--- config.mk ---
export PLATFORM = sky130hd
export DESIGN_NAME = lowercase_murmur2_token_hash
export DESIGN_NICKNAME = d
export VERILOG_FILES = /design/src/m2h_pkg.sv /design/src/m2h_front.sv /design/src/m2h_queue.sv /design/src/m2h_back.sv /design/src/lowercase_murmur2_token_hash.sv
export VERILOG_INCLUDE_DIRS = /design/src /design/src/src
export SDC_FILE = /design/constraint.sdc
export NUM_CORES = 1
export LEC_CHECK = 0
export BUFFER_PORTS_ARGS = -buffer_cell sky130_fd_sc_hd__buf_2
export CAP_MARGIN = 25
export CORE_UTILIZATION = 45
export DETAILED_ROUTE_END_ITERATION = 10
export GPL_TIMING_DRIVEN = 0
export HOLD_SLACK_MARGIN = 0.03
export PLACE_DENSITY_LB_ADDON = 0.1
export SYNTH_ARGS = -nofsm -noshare
export SYNTH_HDL_FRONTEND = slang
export SYNTH_HIERARCHICAL = 1
export SYNTH_SLANG_ARGS = --single-unit
--- constraint.sdc ---
create_clock -name clk -period 16.7 [get_ports clk]
set_input_delay 1.67 -clock clk [delete_from_list [all_inputs] [get_ports clk]]
set_output_delay 1.67 -clock clk [all_outputs]
set_load 0.03 [all_outputs]
--- src/lowercase_murmur2_token_hash_macros.svh ---
// Assertion helpers shared by the hash block. Each macro expects clk and rst_n in scope.
`ifndef LOWERCASE_MURMUR2_TOKEN_HASH_MACROS_SVH
`define LOWERCASE_MURMUR2_TOKEN_HASH_MACROS_SVH

// The property must hold in the same cycle as the condition.
`define M2H_ASSERT_SAME(lbl, cond, prop, msg) \
    lbl: assert property (@(posedge clk) disable iff (!rst_n) (cond) |-> (prop)) \
        else $error(msg);

// The property must hold in the cycle after the condition.
`define M2H_ASSERT_NEXT(lbl, cond, prop, msg) \
    lbl: assert property (@(posedge clk) disable iff (!rst_n) (cond) |=> (prop)) \
        else $error(msg);

`endif

--- src/m2h_pkg.sv ---
package m2h_pkg;

    localparam logic [31:0] MUR_M      = 32'h5bd1e995;
    localparam logic [31:0] SEED_RESET = 32'h31415926;
    localparam int          QDEPTH     = 2;
    localparam int          KSHIFT     = 24;
    localparam int          FSHIFT_A   = 13;
    localparam int          FSHIFT_B   = 15;

    typedef struct packed {
        logic [7:0] data;
        logic [4:0] seed_len;
        logic       is_first;
        logic       is_last;
        logic       take_en;
    } m2h_entry_t;

    typedef enum logic [2:0] {
        ST_IDLE,
        ST_K1,
        ST_K2,
        ST_MIXH,
        ST_FIN_TAIL,
        ST_FIN_AVAL,
        ST_EMIT
    } m2h_state_t;

    function automatic logic [7:0] fold_case(input logic [7:0] b);
        logic [7:0] r;
        begin
            r = b;
            if (b inside {[8'h41 : 8'h5A]})
            begin
                r = b + 8'h20;
            end
            return r;
        end
    endfunction

endpackage

--- src/m2h_front.sv ---
module m2h_front
    import m2h_pkg::*;
#(
    parameter int MAX_LEN = 31
)
(
    input  logic       in_valid,
    output logic       in_stall,
    input  logic [7:0] byte_value,
    input  logic [4:0] string_length,
    input  logic       first_item,
    input  logic       last_item,
    input  logic       q_full,
    output logic       push,
    output m2h_entry_t entry
);

    logic [4:0] seed_len;

    always_comb
    begin
        if (int'(string_length) > MAX_LEN)
        begin
            seed_len = 5'(MAX_LEN);
        end
        else
        begin
            seed_len = string_length;
        end
    end

    assign in_stall = q_full;
    assign push     = in_valid && !q_full;

    // A first request of an empty string only seeds the hash; its byte is dropped.
    always_comb
    begin
        entry.data     = fold_case(byte_value);
        entry.seed_len = seed_len;
        entry.is_first = first_item;
        entry.is_last  = last_item;
        entry.take_en  = !(first_item && (seed_len == 5'd0));
    end

endmodule

--- src/m2h_queue.sv ---
`include "lowercase_murmur2_token_hash_macros.svh"

module m2h_queue
    import m2h_pkg::*;
(
    input  logic       clk,
    input  logic       rst_n,
    input  logic       push,
    input  m2h_entry_t push_entry,
    output logic       full,
    input  logic       pop,
    output logic       empty,
    output m2h_entry_t pop_entry
);

    localparam int PTRW = (QDEPTH > 1) ? $clog2(QDEPTH) : 1;
    localparam int CW   = $clog2(QDEPTH + 1);

    m2h_entry_t      mem [QDEPTH];
    logic [PTRW-1:0] wr_reg;
    logic [PTRW-1:0] wr_next;
    logic [PTRW-1:0] rd_reg;
    logic [PTRW-1:0] rd_next;
    logic [CW-1:0]   count_reg;
    logic [CW-1:0]   count_next;

    assign full      = (count_reg == CW'(QDEPTH));
    assign empty     = (count_reg == CW'(0));
    assign pop_entry = mem[rd_reg];

    always_comb
    begin
        wr_next    = wr_reg;
        rd_next    = rd_reg;
        count_next = count_reg;
        if (push)
        begin
            wr_next = (wr_reg == PTRW'(QDEPTH - 1)) ? PTRW'(0) : wr_reg + PTRW'(1);
        end
        if (pop)
        begin
            rd_next = (rd_reg == PTRW'(QDEPTH - 1)) ? PTRW'(0) : rd_reg + PTRW'(1);
        end
        if (push && !pop)
        begin
            count_next = count_reg + CW'(1);
        end
        else if (pop && !push)
        begin
            count_next = count_reg - CW'(1);
        end
    end

    always_ff @(posedge clk)
    begin
        if (push)
        begin
            mem[wr_reg] <= push_entry;
        end
    end

    always_ff @(posedge clk or negedge rst_n)
    begin
        if (!rst_n)
        begin
            wr_reg    <= '0;
            rd_reg    <= '0;
            count_reg <= '0;
        end
        else
        begin
            wr_reg    <= wr_next;
            rd_reg    <= rd_next;
            count_reg <= count_next;
        end
    end

    `M2H_ASSERT_SAME(a_count_bound, 1'b1, count_reg <= CW'(QDEPTH), "queue count beyond depth")
    `M2H_ASSERT_SAME(a_pop_nonempty, pop, count_reg != CW'(0), "pop from an empty queue")
    `M2H_ASSERT_NEXT(a_count_grows, push && !pop, count_reg == $past(count_reg) + CW'(1),
        "queue count did not grow on push")

endmodule

--- src/m2h_back.sv ---
`include "lowercase_murmur2_token_hash_macros.svh"

module m2h_back
    import m2h_pkg::*;
#(
    parameter int MAX_LEN = 31
)
(
    input  logic        clk,
    input  logic        rst_n,
    input  logic [31:0] seed,
    input  logic        q_empty,
    input  m2h_entry_t  entry,
    output logic        pop,
    output logic        out_valid,
    input  logic        out_stall,
    output logic [31:0] hash_value
);

    localparam int             PW      = $clog2(MAX_LEN + 1);
    localparam logic [PW-1:0]  POS_MAX = PW'(MAX_LEN);

    m2h_state_t    state_reg;
    m2h_state_t    state_next;
    logic [31:0]   h_reg;
    logic [31:0]   h_next;
    logic [31:0]   k_reg;
    logic [31:0]   k_next;
    logic [23:0]   partial_reg;
    logic [23:0]   partial_next;
    logic [PW-1:0] pos_reg;
    logic [PW-1:0] pos_next;
    logic          last_reg;
    logic          last_next;
    logic          out_valid_reg;
    logic          out_valid_next;
    logic [31:0]   hash_reg;
    logic [31:0]   hash_next;

    logic [31:0]   h_base;
    logic [23:0]   partial_base;
    logic [PW-1:0] pos_base;
    logic          take;
    logic [1:0]    lane;
    logic          word_done;
    logic [23:0]   partial_upd;
    logic [PW-1:0] pos_upd;
    logic          slot_free;
    logic [31:0]   mul_in;
    logic [31:0]   mul_p;

    assign slot_free  = !out_valid_reg || !out_stall;
    assign out_valid  = out_valid_reg;
    assign hash_value = hash_reg;
    assign mul_p      = mul_in * MUR_M;

    always_comb
    begin
        h_base       = entry.is_first ? (seed ^ {27'd0, entry.seed_len}) : h_reg;
        partial_base = entry.is_first ? 24'd0 : partial_reg;
        pos_base     = entry.is_first ? PW'(0) : pos_reg;
        take         = entry.take_en && (pos_base < POS_MAX);
        lane         = pos_base[1:0];
        word_done    = take && (lane == 2'd3);
        partial_upd  = partial_base;
        if (take)
        begin
            case (lane)
                2'd0:    partial_upd[7:0]   = entry.data;
                2'd1:    partial_upd[15:8]  = entry.data;
                2'd2:    partial_upd[23:16] = entry.data;
                default: partial_upd        = partial_base;
            endcase
        end
        pos_upd = take ? pos_base + PW'(1) : pos_base;
    end

    always_comb
    begin
        state_next = state_reg;
        case (state_reg)
            ST_IDLE:
            begin
                if (!q_empty)
                begin
                    if (word_done)
                    begin
                        state_next = ST_K1;
                    end
                    else if (entry.is_last)
                    begin
                        state_next = (pos_upd[1:0] != 2'd0) ? ST_FIN_TAIL : ST_FIN_AVAL;
                    end
                end
            end
            ST_K1:       state_next = ST_K2;
            ST_K2:       state_next = ST_MIXH;
            ST_MIXH:     state_next = last_reg ? ST_FIN_AVAL : ST_IDLE;
            ST_FIN_TAIL: state_next = ST_FIN_AVAL;
            ST_FIN_AVAL: state_next = ST_EMIT;
            ST_EMIT:
            begin
                if (slot_free)
                begin
                    state_next = ST_IDLE;
                end
            end
            default:     state_next = ST_IDLE;
        endcase
    end

    always_comb
    begin
        pop            = 1'b0;
        mul_in         = h_reg;
        h_next         = h_reg;
        k_next         = k_reg;
        partial_next   = partial_reg;
        pos_next       = pos_reg;
        last_next      = last_reg;
        out_valid_next = out_valid_reg && out_stall;
        hash_next      = hash_reg;
        case (state_reg)
            ST_IDLE:
            begin
                if (!q_empty)
                begin
                    pop          = 1'b1;
                    h_next       = h_base;
                    partial_next = word_done ? 24'd0 : partial_upd;
                    pos_next     = pos_upd;
                    last_next    = entry.is_last;
                    k_next       = {entry.data, partial_base};
                end
            end
            ST_K1:
            begin
                mul_in = k_reg;
                k_next = mul_p;
            end
            ST_K2:
            begin
                mul_in = k_reg ^ (k_reg >> KSHIFT);
                k_next = mul_p;
            end
            ST_MIXH:
            begin
                mul_in = h_reg;
                h_next = mul_p ^ k_reg;
            end
            ST_FIN_TAIL:
            begin
                mul_in = h_reg ^ {8'd0, partial_reg};
                h_next = mul_p;
            end
            ST_FIN_AVAL:
            begin
                mul_in = h_reg ^ (h_reg >> FSHIFT_A);
                h_next = mul_p;
            end
            ST_EMIT:
            begin
                if (slot_free)
                begin
                    hash_next      = h_reg ^ (h_reg >> FSHIFT_B);
                    out_valid_next = 1'b1;
                    h_next         = 32'd0;
                    partial_next   = 24'd0;
                    pos_next       = PW'(0);
                end
            end
            default:
            begin
                mul_in = h_reg;
            end
        endcase
    end

    always_ff @(posedge clk)
    begin
        k_reg    <= k_next;
        hash_reg <= hash_next;
    end

    always_ff @(posedge clk or negedge rst_n)
    begin
        if (!rst_n)
        begin
            state_reg     <= ST_IDLE;
            h_reg         <= 32'd0;
            partial_reg   <= 24'd0;
            pos_reg       <= PW'(0);
            last_reg      <= 1'b0;
            out_valid_reg <= 1'b0;
        end
        else
        begin
            state_reg     <= state_next;
            h_reg         <= h_next;
            partial_reg   <= partial_next;
            pos_reg       <= pos_next;
            last_reg      <= last_next;
            out_valid_reg <= out_valid_next;
        end
    end

    `M2H_ASSERT_SAME(a_pos_bound, 1'b1, pos_reg <= POS_MAX, "byte position passed the limit")
    `M2H_ASSERT_SAME(a_word_aligned, state_reg == ST_MIXH, pos_reg[1:0] == 2'd0,
        "word mix with a misaligned byte position")
    `M2H_ASSERT_SAME(a_tail_present, state_reg == ST_FIN_TAIL, pos_reg[1:0] != 2'd0,
        "tail mix without tail bytes")
    `M2H_ASSERT_NEXT(a_emit_loads, (state_reg == ST_EMIT) && slot_free, out_valid_reg,
        "finished hash was not loaded into the output register")

endmodule

--- src/lowercase_murmur2_token_hash.sv ---
// Throughput: one byte request per cycle while the queue has room; a byte that completes a
// 4-byte word holds the back end while one shared 32x32 multiplier runs three times, and a
// last request holds it through the finish. A last request passes the queue hop, an optional
// word mix or tail mix, and the avalanche, and waits in ST_EMIT while the output is stalled.
// Reset is asynchronous and active low; it empties the queue, clears the running hash state
// and the output valid, and sets the seed register to 0x31415926.
module lowercase_murmur2_token_hash
    import m2h_pkg::*;
#(
    parameter int MAX_LEN = 31
)
(
    input  logic        clk,
    input  logic        rst_n,
    input  logic        cfg_valid,
    output logic        cfg_ready,
    input  logic [31:0] cfg_data,
    input  logic        in_valid,
    output logic        in_stall,
    input  logic [7:0]  byte_value,
    input  logic [4:0]  string_length,
    input  logic        first_item,
    input  logic        last_item,
    output logic        out_valid,
    input  logic        out_stall,
    output logic [31:0] hash_value
);

    logic [31:0] seed_reg;
    logic [31:0] seed_next;
    logic        push;
    logic        q_full;
    logic        q_empty;
    logic        pop;
    m2h_entry_t  push_entry;
    m2h_entry_t  pop_entry;

    assign cfg_ready = 1'b1;
    assign seed_next = (cfg_valid && cfg_ready) ? cfg_data : seed_reg;

    always_ff @(posedge clk or negedge rst_n)
    begin
        if (!rst_n)
        begin
            seed_reg <= SEED_RESET;
        end
        else
        begin
            seed_reg <= seed_next;
        end
    end

    m2h_front #(
        .MAX_LEN (MAX_LEN)
    ) u_front (
        .in_valid      (in_valid),
        .in_stall      (in_stall),
        .byte_value    (byte_value),
        .string_length (string_length),
        .first_item    (first_item),
        .last_item     (last_item),
        .q_full        (q_full),
        .push          (push),
        .entry         (push_entry)
    );

    m2h_queue u_queue (
        .clk        (clk),
        .rst_n      (rst_n),
        .push       (push),
        .push_entry (push_entry),
        .full       (q_full),
        .pop        (pop),
        .empty      (q_empty),
        .pop_entry  (pop_entry)
    );

    m2h_back #(
        .MAX_LEN (MAX_LEN)
    ) u_back (
        .clk        (clk),
        .rst_n      (rst_n),
        .seed       (seed_reg),
        .q_empty    (q_empty),
        .entry      (pop_entry),
        .pop        (pop),
        .out_valid  (out_valid),
        .out_stall  (out_stall),
        .hash_value (hash_value)
    );

endmodule

==> metrics.yaml <==
synth_common_cells: "382 x inv_1, 221 x ha_1, 178 x fa_1, 160 x nand2_1, 102 x o21ai_0"
layout-drive-gt1-share: 0.1224
postRouteAntennaNets: 0
synth_enable_flop_cells: 96
ys_seq_area_frac: 0.2769
grt_usage: 0.3034
first_global_vias: 14770
portBuffers: 83
finalHoldViolCount: 0
post_cts_buffers: 0
slew_headroom: 0.2860
cp_max_fo: 10
fin_crit_sh: 0.6673
vias_per_cell: 5.569
clk_pin_slew_worst_paths_ps: 90
die_w_um: 211.2
fmax_mhz: 89.73
synth.top_cells.by_area: "fa_1 18%, edfxtp_1 15%, ha_1 14%, dfrtp_1 11%, inv_1 7.3%"
required_ps: 17100
ys_ff_latch: 198
drt_iter0_drc: 1425
grt_max_degree: 54
grt-ovfl-total: 0
die_h_um: 211.2
routedWlPerCell_um: 24.23
start_util: 0.4570
ys_warn_count: 6
synth.cell_area_mm2: 0.01969
timing.critical_path.buf_inv: 8
critPathSlowestCell: "a221oi_1"
rows: 76
hold_buffers: 0
hold_path_class: "reg2reg"
dieArea_mm2: 0.04459
grt_antenna_before_repair: 0
drt-total-wl_mm: 65.05
grt_pass1_wl_mm: 96.77
tns_ps: 0
synth-async-reset-ratio: 0.5152
drcViolationCount: 0
area_delta_synth_final_pct: 10.80
synth_top_area_cell: "fa_1"
fin_crit_ps: 11140
fin_nets: 2538
cts_inserted_buffers: 17
ys_types: 77
rsz0062_at_grt: "false"
cp_common_cell: "fa_1"
crit_arrival_ps: 11540
cts_sinks: 198
worst_clock_skew_ps: 14.10
ys.flop_type: "edfxtp_1"
syn_inst: 1965
synth_top_cell_area_share: 0.1810
worst_pin_slew_ps: 1067
cts_root_buf: "clkbuf_16"
cp_top_family: "adder cells"
clockBufferDepth: 2
cts-resized-gates: 0
cts_tree: "built"
setup_viol: 0
antenna_cells: 0
ctsHtreeMaxLevel: 4
start_kind: "register"
clk_latency_ps: 470
fillCellCount: 4027
outcome: "completed"
avgSynthCellArea_um2: 10.02
dp_hpwl_mm: 52.06
final-max-slew-violation-count: 0
end_kind: "register"
ios: 87
maxCapViolCount: 0
vias: 14954
post-synth-top-count-cell: "inv_1"
r2r_slack_ps: 5560
cpPeakStageDelay_ps: 850
path_class: "reg2reg"
core_mm2: 0.04308
place.gp.congestion: 0.9896
synth_fp_nets: 2416
dr.pass1.iters: 6
## layout by cell type, fill, tap and decap left out, types with 6 or more instances in the layout
master and instances:
nand3_1 11, a211oi_1 13, fa_1 178, buf_4 22, mux2_4 39, xor2_1 54, ha_1 221, o21ai_0 98
a221o_1 7, nor2_1 71, mux2i_1 13, buf_1 7, o31ai_1 8, a21o_1 15, nand2b_1 8, nand2_1 160
clkbuf_1 51, xnor2_1 67, buf_2 87, edfxtp_1 96, buf_6 9, a31oi_1 12, dfstp_2 12, a21oi_1 78
clkbuf_16 18, nor2b_1 9, and3_1 6, and2_1 7, a221oi_1 9, mux2_2 10, nor3_1 17, nand3b_1 28
inv_1 382, o22ai_1 24, a22o_1 25, o21ai_1 10, dfrtp_1 90, o211ai_1 9, o21bai_1 6
## metrics by stage
stage	utilization	hold slack, ps	setup WS [ps]	std cells	area [um2]
finish	0.5064	459.8	5555	2685	21810
global route	0.5064	480.8	5556	2685	21810
CTS	0.5064	455.6	5944	2685	21810
detailed placement	0.4924	436.9	5950	2653	21210
global placement	0.4836	432.3	3145	2633	20830
floorplan	-	423.1	7615	1965	19690
## worst paths after layout
kind | from | endpoint | cells after the start
worst min-delay path | u_back/h_reg[22] | u_back/hash_value[22] | 0
worst max register to register | u_back/state_reg[0] | u_back/h_reg[30] | 30
min in group asynchronous | rst_n | u_queue/wr_reg | 1
worst max-delay path | u_back/state_reg[0] | u_back/h_reg[30] | 30
max in group asynchronous | rst_n | seed_reg[5] | 2
worst min register to register | u_back/h_reg[22] | u_back/hash_value[22] | 0
## kinds of logic (layout without fill, tap and decap cells)
group / Yosys count / in the layout / share of synthesized area
buffers and inverters: 470 / 605 / 0.09781
adders and majority gates: 399 / 399 / 0.3215
AOI/OAI and AO/OA: 374 / 374 / 0.1249
and+or+nand+nor: 335 / 335 / 0.07773
DFF: 198 / 198 / 0.2769
xor gates and xnor gates: 126 / 126 / 0.05898
muxes: 62 / 62 / 0.04207
other: 1 / 1 / 0.0001905
## area by class of cell
cell class	instances	area, um2	area share
multi-input combinational	1297	12390	0.5679
tap	585	732.0	0.03356
inverter	383	1438	0.06591
sequential	198	5450	0.2499
clock buffer	20	478.0	0.02191
buffer	87	488.0	0.02237
timing repair buffer	103	716.9	0.03287
clock inverter	12	123.9	0.005679
## routing by layer
| metal | share of wire | up-vias | track usage |
|---|---|---|---|
| li1 | - | 6751 | - |
| met1 | 0.46 | 7530 | 0.4430 |
| met2 | 0.43 | 566 | 0.4535 |
| met3 | 0.063 | 107 | 0.04193 |
| met4 | 0.040 | 0 | 0.1187 |
| met5 | 0 | - | 0 |
Power is left out: the tool's default activity adds up to more than one toggle a clock period on the data nets, which glitch-free logic cannot reach.
